`config.mk`:
```
export PLATFORM = sky130hd
export DESIGN_NAME = vector_distance_accumulator_top
export DESIGN_NICKNAME = d
export VERILOG_FILES = /design/src/rtl/vda_pkg.sv /design/src/rtl/vda_front.sv /design/src/rtl/vda_queue.sv /design/src/rtl/vda_back.sv /design/src/rtl/vector_distance_accumulator_top.sv
export SDC_FILE = /design/constraint.sdc
export NUM_CORES = 1
export LEC_CHECK = 0
export ABC_AREA = 1
export BUFFER_PORTS_ARGS = -buffer_cell sky130_fd_sc_hd__clkbuf_2
export CAP_MARGIN = 40
export CORE_MARGIN = 2
export CORE_UTILIZATION = 60
export DETAILED_ROUTE_END_ITERATION = 10
export PLACE_DENSITY_LB_ADDON = 0.3
export SKIP_LAST_GASP = 1
export SYNTH_ARGS = -nofsm -noshare
export SYNTH_HDL_FRONTEND = slang
export SYNTH_HIERARCHICAL = 1
export SYNTH_SLANG_ARGS = --single-unit
export TNS_END_PERCENT = 50
```
`constraint.sdc`:
```
create_clock -name clk -period 15.1 [get_ports clk]
set_input_delay 0.755 -clock clk [delete_from_list [all_inputs] [get_ports clk]]
set_output_delay 0.755 -clock clk [all_outputs]
set_load 0.01 [all_outputs]
```
`src/rtl/vda_pkg.sv`:
```
// Types, constants and codes shared across the vector distance accumulator.
package vda_pkg;

	localparam int ELEM_WIDTH_DEF = 16;
	localparam int FIELD_W        = 16;
	localparam int SUM_W          = 45;
	localparam int DIST_W         = 27;
	localparam int AD_W           = 33;
	localparam int SQ_IN_W        = 23;
	localparam int TERM_W         = 2 * SQ_IN_W;
	localparam int METHOD_W       = 2;
	localparam int QUEUE_DEPTH    = 2;

	localparam logic [METHOD_W-1:0] METHOD_CBD = 2'd1;
	localparam logic [METHOD_W-1:0] METHOD_ED  = 2'd2;

	localparam logic [SUM_W-1:0]  SUM_MAX  = {SUM_W{1'b1}};
	localparam logic [DIST_W-1:0] DIST_MAX = {DIST_W{1'b1}};

	typedef struct packed {
		logic signed [FIELD_W-1:0] elem_a;
		logic signed [FIELD_W-1:0] elem_b;
		logic                      last;
	} vda_req_t;

	typedef struct packed {
		logic [DIST_W-1:0] distance;
		logic              bad_method;
	} vda_rsp_t;

	typedef struct packed {
		logic [SUM_W-1:0]    sum;
		logic [METHOD_W-1:0] method;
	} vda_job_t;

	typedef enum logic [1:0] {
		BK_IDLE,
		BK_ROOT,
		BK_EMIT
	} vda_bstate_t;

endpackage

```
`src/rtl/vda_front.sv`:
```
// Front end: accepts element pairs, forms the per-pair term and accumulates the running sum.
module vda_front import vda_pkg::*; #(
	parameter int ELEM_WIDTH = ELEM_WIDTH_DEF
) (
	input  logic                clk,
	input  logic                arst_n,
	input  logic                req_valid,
	output logic                req_stall,
	input  vda_req_t            req,
	input  logic                method_we,
	input  logic [METHOD_W-1:0] method_wdata,
	output logic                push,
	output vda_job_t            push_data,
	input  logic                q_full
);

	localparam int DW = ELEM_WIDTH + 1;

	logic [METHOD_W-1:0]   method_q;
	logic [ELEM_WIDTH-1:0] ea;
	logic [ELEM_WIDTH-1:0] eb;
	logic signed [DW-1:0]  diff;
	logic [DW-1:0]         ad;
	logic [AD_W-1:0]       ad_wide;
	logic                  accept;
	logic                  advance;

	logic                  v_s1;
	logic [AD_W-1:0]       ad_s1;
	logic                  last_s1;
	logic [METHOD_W-1:0]   meth_s1;

	logic                  v_s2;
	logic [TERM_W-1:0]     term_s2;
	logic                  big_s2;
	logic                  last_s2;
	logic [METHOD_W-1:0]   meth_s2;

	logic [SUM_W-1:0]      sum_q;
	logic [SUM_W+1:0]      sum_raw;
	logic [SUM_W-1:0]      sum_new;
	logic                  meth_ok;

	genvar i;
	generate
		for (i = 0; i < ELEM_WIDTH; i++) begin : g_elem
			if (i < FIELD_W) begin : g_in
				assign ea[i] = req.elem_a[i];
				assign eb[i] = req.elem_b[i];
			end else begin : g_zero
				assign ea[i] = 1'b0;
				assign eb[i] = 1'b0;
			end
		end
		for (i = 0; i < AD_W; i++) begin : g_ad
			if (i < DW) begin : g_in
				assign ad_wide[i] = ad[i];
			end else begin : g_zero
				assign ad_wide[i] = 1'b0;
			end
		end
	endgenerate

	assign diff = $signed({ea[ELEM_WIDTH-1], ea}) - $signed({eb[ELEM_WIDTH-1], eb});
	assign ad   = diff[DW-1] ? DW'(-diff) : DW'(diff);

	assign advance   = !(v_s2 && last_s2 && q_full);
	assign req_stall = !advance;
	assign accept    = req_valid && advance;

	always_ff @(posedge clk or negedge arst_n) begin
		if (!arst_n) begin
			method_q <= METHOD_CBD;
		end else if (method_we) begin
			method_q <= method_wdata;
		end
	end

	always_ff @(posedge clk or negedge arst_n) begin
		if (!arst_n) begin
			v_s1 <= 1'b0;
			v_s2 <= 1'b0;
		end else if (advance) begin
			v_s1 <= accept;
			v_s2 <= v_s1;
		end
	end

	always_ff @(posedge clk) begin
		if (advance) begin
			ad_s1   <= ad_wide;
			last_s1 <= req.last;
			meth_s1 <= method_q;
			if (meth_s1 == METHOD_ED) begin
				term_s2 <= ad_s1[SQ_IN_W-1:0] * ad_s1[SQ_IN_W-1:0];
			end else begin
				term_s2 <= TERM_W'(ad_s1);
			end
			big_s2  <= (meth_s1 == METHOD_ED) && (|ad_s1[AD_W-1:SQ_IN_W]);
			last_s2 <= last_s1;
			meth_s2 <= meth_s1;
		end
	end

	assign meth_ok = (meth_s2 == METHOD_CBD) || (meth_s2 == METHOD_ED);
	assign sum_raw = {2'b00, sum_q} + {1'b0, term_s2};

	always_comb begin
		if (!meth_ok) begin
			sum_new = sum_q;
		end else if (big_s2 || (sum_raw > {2'b00, SUM_MAX})) begin
			sum_new = SUM_MAX;
		end else begin
			sum_new = sum_raw[SUM_W-1:0];
		end
	end

	always_ff @(posedge clk or negedge arst_n) begin
		if (!arst_n) begin
			sum_q <= '0;
		end else if (advance && v_s2) begin
			sum_q <= last_s2 ? '0 : sum_new;
		end
	end

	assign push             = advance && v_s2 && last_s2;
	assign push_data.sum    = sum_new;
	assign push_data.method = meth_s2;

endmodule

```
`src/rtl/vda_queue.sv`:
```
// Short queue of finished sums between the front end and the back end.
module vda_queue import vda_pkg::*; (
	input  logic     clk,
	input  logic     arst_n,
	input  logic     push,
	input  vda_job_t push_data,
	output logic     full,
	input  logic     pop,
	output vda_job_t pop_data,
	output logic     empty
);

	localparam int PTR_W = (QUEUE_DEPTH > 1) ? $clog2(QUEUE_DEPTH) : 1;
	localparam int CNT_W = $clog2(QUEUE_DEPTH + 1);

	vda_job_t         mem_q [QUEUE_DEPTH];
	logic [PTR_W-1:0] wr_ptr_q;
	logic [PTR_W-1:0] rd_ptr_q;
	logic [CNT_W-1:0] count_q;

	assign full     = (count_q == CNT_W'(QUEUE_DEPTH));
	assign empty    = (count_q == '0);
	assign pop_data = mem_q[rd_ptr_q];

	always_ff @(posedge clk) begin
		if (push) begin
			mem_q[wr_ptr_q] <= push_data;
		end
	end

	always_ff @(posedge clk or negedge arst_n) begin
		if (!arst_n) begin
			wr_ptr_q <= '0;
			rd_ptr_q <= '0;
			count_q  <= '0;
		end else begin
			if (push) begin
				wr_ptr_q <= (wr_ptr_q == PTR_W'(QUEUE_DEPTH - 1)) ? '0 : wr_ptr_q + 1'b1;
			end
			if (pop) begin
				rd_ptr_q <= (rd_ptr_q == PTR_W'(QUEUE_DEPTH - 1)) ? '0 : rd_ptr_q + 1'b1;
			end
			if (push && !pop) begin
				count_q <= count_q + 1'b1;
			end else if (pop && !push) begin
				count_q <= count_q - 1'b1;
			end
		end
	end

	a_no_overflow: assert property (@(posedge clk) disable iff (!arst_n) !(push && full))
		else $error("Queue written while full.");

	a_no_underflow: assert property (@(posedge clk) disable iff (!arst_n) !(pop && empty))
		else $error("Queue read while empty.");

endmodule

```
`src/rtl/vda_back.sv`:
```
// Back end: turns a closed sum into a distance, by bit-pair square root if Euclidean, and holds it.
module vda_back import vda_pkg::*; (
	input  logic     clk,
	input  logic     arst_n,
	input  logic     empty,
	input  vda_job_t pop_data,
	output logic     pop,
	output logic     rsp_valid,
	input  logic     rsp_stall,
	output vda_rsp_t rsp
);

	vda_bstate_t       state_q;
	vda_bstate_t       state_d;
	logic [SUM_W-1:0]  n_q;
	logic [SUM_W-1:0]  res_q;
	logic [SUM_W-1:0]  bit_q;
	logic [DIST_W-1:0] dist_q;
	logic              bad_q;
	logic              rsp_valid_q;
	vda_rsp_t          rsp_q;
	logic              load_out;
	logic [SUM_W:0]    trial;
	logic              take;
	logic [SUM_W-1:0]  res_nxt;

	assign trial   = {1'b0, res_q} + {1'b0, bit_q};
	assign take    = ({1'b0, n_q} >= trial);
	assign res_nxt = take ? ((res_q >> 1) + bit_q) : (res_q >> 1);

	always_comb begin
		state_d = state_q;
		case (state_q)
			BK_IDLE: begin
				if (!empty) begin
					state_d = (pop_data.method == METHOD_ED) ? BK_ROOT : BK_EMIT;
				end
			end
			BK_ROOT: begin
				if (bit_q[0]) begin
					state_d = BK_EMIT;
				end
			end
			BK_EMIT: begin
				if (!rsp_valid_q || !rsp_stall) begin
					state_d = BK_IDLE;
				end
			end
			default: state_d = BK_IDLE;
		endcase
	end

	always_comb begin
		pop      = 1'b0;
		load_out = 1'b0;
		case (state_q)
			BK_IDLE: pop      = !empty;
			BK_EMIT: load_out = !rsp_valid_q || !rsp_stall;
			default: begin
				pop      = 1'b0;
				load_out = 1'b0;
			end
		endcase
	end

	always_ff @(posedge clk or negedge arst_n) begin
		if (!arst_n) begin
			state_q     <= BK_IDLE;
			rsp_valid_q <= 1'b0;
		end else begin
			state_q <= state_d;
			if (load_out) begin
				rsp_valid_q <= 1'b1;
			end else if (!rsp_stall) begin
				rsp_valid_q <= 1'b0;
			end
		end
	end

	always_ff @(posedge clk) begin
		if (pop) begin
			n_q   <= pop_data.sum;
			res_q <= '0;
			bit_q <= SUM_W'(1) << (SUM_W - 1 - ((SUM_W - 1) % 2));
			bad_q <= (pop_data.method != METHOD_CBD) && (pop_data.method != METHOD_ED);
			if (pop_data.method == METHOD_CBD) begin
				dist_q <= (pop_data.sum > SUM_W'(DIST_MAX)) ? DIST_MAX
				                                          : pop_data.sum[DIST_W-1:0];
			end else begin
				dist_q <= '0;
			end
		end else if (state_q == BK_ROOT) begin
			if (take) begin
				n_q <= n_q - trial[SUM_W-1:0];
			end
			res_q <= res_nxt;
			bit_q <= bit_q >> 2;
			if (bit_q[0]) begin
				dist_q <= res_nxt[DIST_W-1:0];
			end
		end
		if (load_out) begin
			rsp_q.distance   <= dist_q;
			rsp_q.bad_method <= bad_q;
		end
	end

	assign rsp_valid = rsp_valid_q;
	assign rsp       = rsp_q;

	a_root_bit_onehot: assert property (@(posedge clk) disable iff (!arst_n)
		(state_q == BK_ROOT) |-> $onehot(bit_q))
		else $error("Square root bit register is not one-hot.");

	a_pop_only_idle: assert property (@(posedge clk) disable iff (!arst_n)
		pop |=> (state_q == BK_ROOT || state_q == BK_EMIT))
		else $error("Back end took a sum but did not start on it.");

endmodule

```
`src/rtl/vector_distance_accumulator_top.sv`:
```
// Top level of the vector distance accumulator.
// The block takes one element pair per cycle while req_stall is low and, on the pair marked
// last, delivers one result: the city block distance, the Euclidean distance as the
// rounded-down square root of the sum of squares, or a zero distance flagged bad_method
// for an invalid method. The front end accepts a pair every cycle unless stalled and adds
// its term to the running sum after the s1 and s2 stage registers; a closed sum then waits
// in a two-entry queue for the back end, whose square root for a Euclidean vector resolves
// one result bit per cycle, so Euclidean vectors that close faster than their roots resolve
// back up into the front end, which then stalls on the last pair until a queue entry frees.
// A result waits in an output register, so new pairs are taken while it is not yet collected.
module vector_distance_accumulator_top import vda_pkg::*; #(
	parameter int ELEM_WIDTH = ELEM_WIDTH_DEF
) (
	input  logic                clk,
	input  logic                arst_n,
	input  logic                req_valid,
	output logic                req_stall,
	input  vda_req_t            req,
	output logic                rsp_valid,
	input  logic                rsp_stall,
	output vda_rsp_t            rsp,
	input  logic                method_we,
	input  logic [METHOD_W-1:0] method_wdata
);

	logic     push;
	vda_job_t push_data;
	logic     q_full;
	logic     pop;
	vda_job_t pop_data;
	logic     q_empty;

	vda_front #(
		.ELEM_WIDTH(ELEM_WIDTH)
	) u_front (
		.clk         (clk),
		.arst_n      (arst_n),
		.req_valid   (req_valid),
		.req_stall   (req_stall),
		.req         (req),
		.method_we   (method_we),
		.method_wdata(method_wdata),
		.push        (push),
		.push_data   (push_data),
		.q_full      (q_full)
	);

	vda_queue u_queue (
		.clk      (clk),
		.arst_n   (arst_n),
		.push     (push),
		.push_data(push_data),
		.full     (q_full),
		.pop      (pop),
		.pop_data (pop_data),
		.empty    (q_empty)
	);

	vda_back u_back (
		.clk      (clk),
		.arst_n   (arst_n),
		.empty    (q_empty),
		.pop_data (pop_data),
		.pop      (pop),
		.rsp_valid(rsp_valid),
		.rsp_stall(rsp_stall),
		.rsp      (rsp)
	);

endmodule

```
==> metrics.csv <==
metric;value;unit
Seq/Total Area, Yosys;0.2914;
GRT Total Usage;0.3308;
CTS Buf Count;44;
Crit Path Max Fanout;19;
GPL Wtd Cong;1.003;
Core Footprint;58690;um^2
Post-synth EDFFs;252;
DRT Pass-1 Iters;6;
Max Freq;0.1535;GHz
IO Port Bufs;69;
Initial Util;0.6041;
Synth cell types;63;
first-pass GRT wire length;158500;um
Slew Viols, Final;0;
multi-input logic area;21540;um^2
CTS Sinks;376;
H-tree Lvls;2;
clock buffer depth;3;
Reg2Reg Depth;21;
Synthesized Nets;5153;
initial antenna violation count;1;
Layout Nets;5183;
largest net degree at the start of global routing;66;
startpoint types;register;
dpl hpwl;78480;um
Final WS setup;8.585;ns
grt ovf;0;
Main synth FF type;edfxtp_1;
crit-path most repeated cell;fa_1;
TNS Setup;0;ns
# rows;89;
worst setup path start;u_front/ad_s1[5]$_DFFE_PN_;
Largest stage delay, worst path;0.87;ns
worst r2r src;u_front/ad_s1[5]$_DFFE_PN_;
total wire length;99040;um
Routed WL per cell;18.01;um
# fillers;5112;
crit path DAT;6.94;ns
synthesized instance count;4661;
Mean Syn Cell Area;7.605;um^2
vias in the first global route;30350;
post-route ant nets;0;
Worst R2R Setup Slack;8.59;ns
setup bufs post-CTS;0;
Final Hold Fails;0;
YS warnings;6;
Area Overhead vs Synth;7.327;%
status;completed;
async set-reset flop share out of synthesis;0.1489;
CP delay by family, top;adder cells;
Least-Margin Pin Slew;0.9081;ns
Die Width;247.1;um
RSZ-0062 raised after global routing;no;
Critical Path Slowest Stage Cell;edfxtp_1;
Period Utilization, post-route;0.4314;
CP bufs+invs;5;
clock root buffer;clkbuf_16;
FF-to-FF End;u_front/term_s2[28]$_SDFFCE_PN0N_;
sequential cell area;10330;um^2
flip-flop and latch count after synthesis;376;
critical path, cell by cell;nand2_1 > fa_1 > inv_1 > fa_1 > inv_1 > fa_1 > inv_1 > fa_1 > fa_1 > inv_1 > fa_1 > inv_1 > ha_1 > nand2_1 > nor2_1 > nand4_1 > o211ai_1 > a21oi_1 > o21ai_0 > o21ai_0 > a21oi_1;
# Max-Cap Violations;0;
total vias in the final route;31290;
final setup violating endpoints;0;
I/O Pins;70;
Die H;247.1;um
Worst Hold Class;in2async;
routed vias/inst;5.690;
Clk Latency, worst-skew pair;0.60;ns
initial drt markers;2670;
Worst Path Required;15.52;ns
CTS tree;done;
Antenna Cells;0;
clock transition at the registers of the reported paths;0.06;ns
Slew HR;0.3946;
Worst Clk Skew;0.03359;ns
die area;61040;um^2
post-cts resize count;0;
fraction of layout instances using a drive strength above 1;0.07298;
Period minus WS final;6.515;ns
DRC Markers;0;
Critical Path Sink Type;register;
kind of critical path;reg2reg;
Post-CTS Hold Buffers;0;
pre-CTS setup slack;8.679;ns
Syn Std Cell Area;35450;um^2
==> worst reg2reg max path, delay by kind of cell (launching register included) <==
kind	cells	cell delay (ns)
buf+inv	5	0.27
fa+ha+maj	7	3.51
compound gates	5	1.13
simple gates	4	0.58
flops	1	0.87
==> sequential cells by signal, summed over array words and instances (netlist names), 2 cells and up <==
| name | count |
|---|---|
| u_front/sum_q | 45 |
| u_queue/count_q | 2 |
| u_back/state_q | 2 |
| u_back/rsp | 28 |
| u_front/ad_s1 | 17 |
| u_front/meth_s1 | 2 |
| u_queue/mem_q | 94 |
| u_back/bit_q | 23 |
| u_back/res_q | 45 |
| u_front/meth_s2 | 2 |
| u_front/method_q | 2 |
| u_back/n_q | 45 |
| u_back/dist_q | 27 |
| u_front/term_s2 | 34 |
==> worst max path at each step <==
stage / to / slack (ns) / cells after the start
detailed placement: u_front/term_s2[28]$_SDFFCE_PN0N_ / 8.68 / 21
floorplan: u_front/term_s2[28]$_SDFFCE_PN0N_ / 9.16 / 23
global route: u_front/term_s2[28]$_SDFFCE_PN0N_ / 8.10 / 21
CTS: u_front/term_s2[28]$_SDFFCE_PN0N_ / 8.67 / 21
global placement: u_front/term_s2[28]$_SDFFCE_PN0N_ / 8.79 / 21
finish: u_front/term_s2[28]$_SDFFCE_PN0N_ / 8.59 / 21
==> synth_stat cells, drive strengths merged, types with 5 or more instances <==
cell | instances | area share
a21boi | 15 | 0.0033
a21o | 13 | 0.0028
a21oi | 235 | 0.034
a31oi | 36 | 0.0064
and2 | 6 | 0.0011
and3 | 6 | 0.0011
buf | 39 | 0.0079
clkbuf | 77 | 0.0082
clkinv | 5 | 0.00053
dfrtp | 55 | 0.039
dfxtp | 68 | 0.038
edfxtp | 252 | 0.21
fa | 195 | 0.11
ha | 257 | 0.091
inv | 807 | 0.085
mux2 | 50 | 0.018
nand2 | 1210 | 0.13
nand3 | 241 | 0.037
nand3b | 24 | 0.0051
nand4 | 49 | 0.0086
nor2 | 378 | 0.041
nor3 | 39 | 0.0061
nor4 | 21 | 0.0037
o211ai | 18 | 0.0044
o21a | 21 | 0.0044
o21ai | 289 | 0.042
o21bai | 25 | 0.0053
o22ai | 30 | 0.0053
o31ai | 9 | 0.0019
or2 | 28 | 0.0049
xnor2 | 56 | 0.014
xor2 | 94 | 0.023
==> cell type report <==
| class | count | share of cell area |
|---|---|---|
| inverter | 812 | 0.08011 |
| clock inverter | 27 | 0.008287 |
| multi-input combinational | 3357 | 0.5662 |
| timing repair buffer | 100 | 0.01595 |
| clock buffer | 55 | 0.03246 |
| tap | 773 | 0.02542 |
| sequential | 376 | 0.2716 |
==> layer usage <==
layer,GRT usage,wire length (um),vias to the layer above
met5,0,0,-
met2,0.5507,46120,1213
met3,0.04200,6787,238
met1,0.4361,41520,14700
li1,-,-,15150
met4,0.1375,4617,0
==> stage by stage <==
step                      instance area (um^2)  std cells    util  hold WS (ns)
after global placement                   36430       5413  0.6208        0.4018
final                                    38050       5500  0.6483       0.05904
after CTS                                38050       5500  0.6483       0.02456
after floorplan                          35450       4661       -        0.4003
after detailed placement                 36500       5418  0.6219        0.4045
after global routing                     38050       5500  0.6483       0.05950
==> placed cells by master, fill, tap and decap left out, drive strengths merged, types with 13 or more instances in the layout <==
cell,count
a21o,13
nand3b,24
o21bai,25
o21ai,289
clkinv,16
a31oi,36
nor2,378
a21boi,15
o21a,21
fa,195
o211ai,18
a21oi,235
nor4,21
clkbuf,124
nand3,241
nand2,1210
xor2,94
inv,813
ha,257
buf,31
nand4,49
dfxtp,68
xnor2,56
edfxtp,252
o22ai,30
mux2,50
or2,28
dfrtp,55
nor3,39
==> kinds of logic (layout without fill, tap and decap cells) <==
| group | after synthesis | count (layout) | share of synthesized area |
|---|---|---|---|
| multiplexers | 50 | 50 | 0.01800 |
| flip-flops | 376 | 376 | 0.2914 |
| XOR/XNOR | 150 | 150 | 0.03706 |
| adder cells (fa/ha/maj) | 452 | 452 | 0.2008 |
| AO/OA/AOI/OAI | 703 | 703 | 0.1121 |
| buffers and inverters | 928 | 994 | 0.1020 |
| AND/OR/NAND/NOR | 2002 | 2002 | 0.2386 |
Power is left out: the tool's default activity adds up to more than one toggle a clock period on the data nets, which glitch-free logic cannot reach.
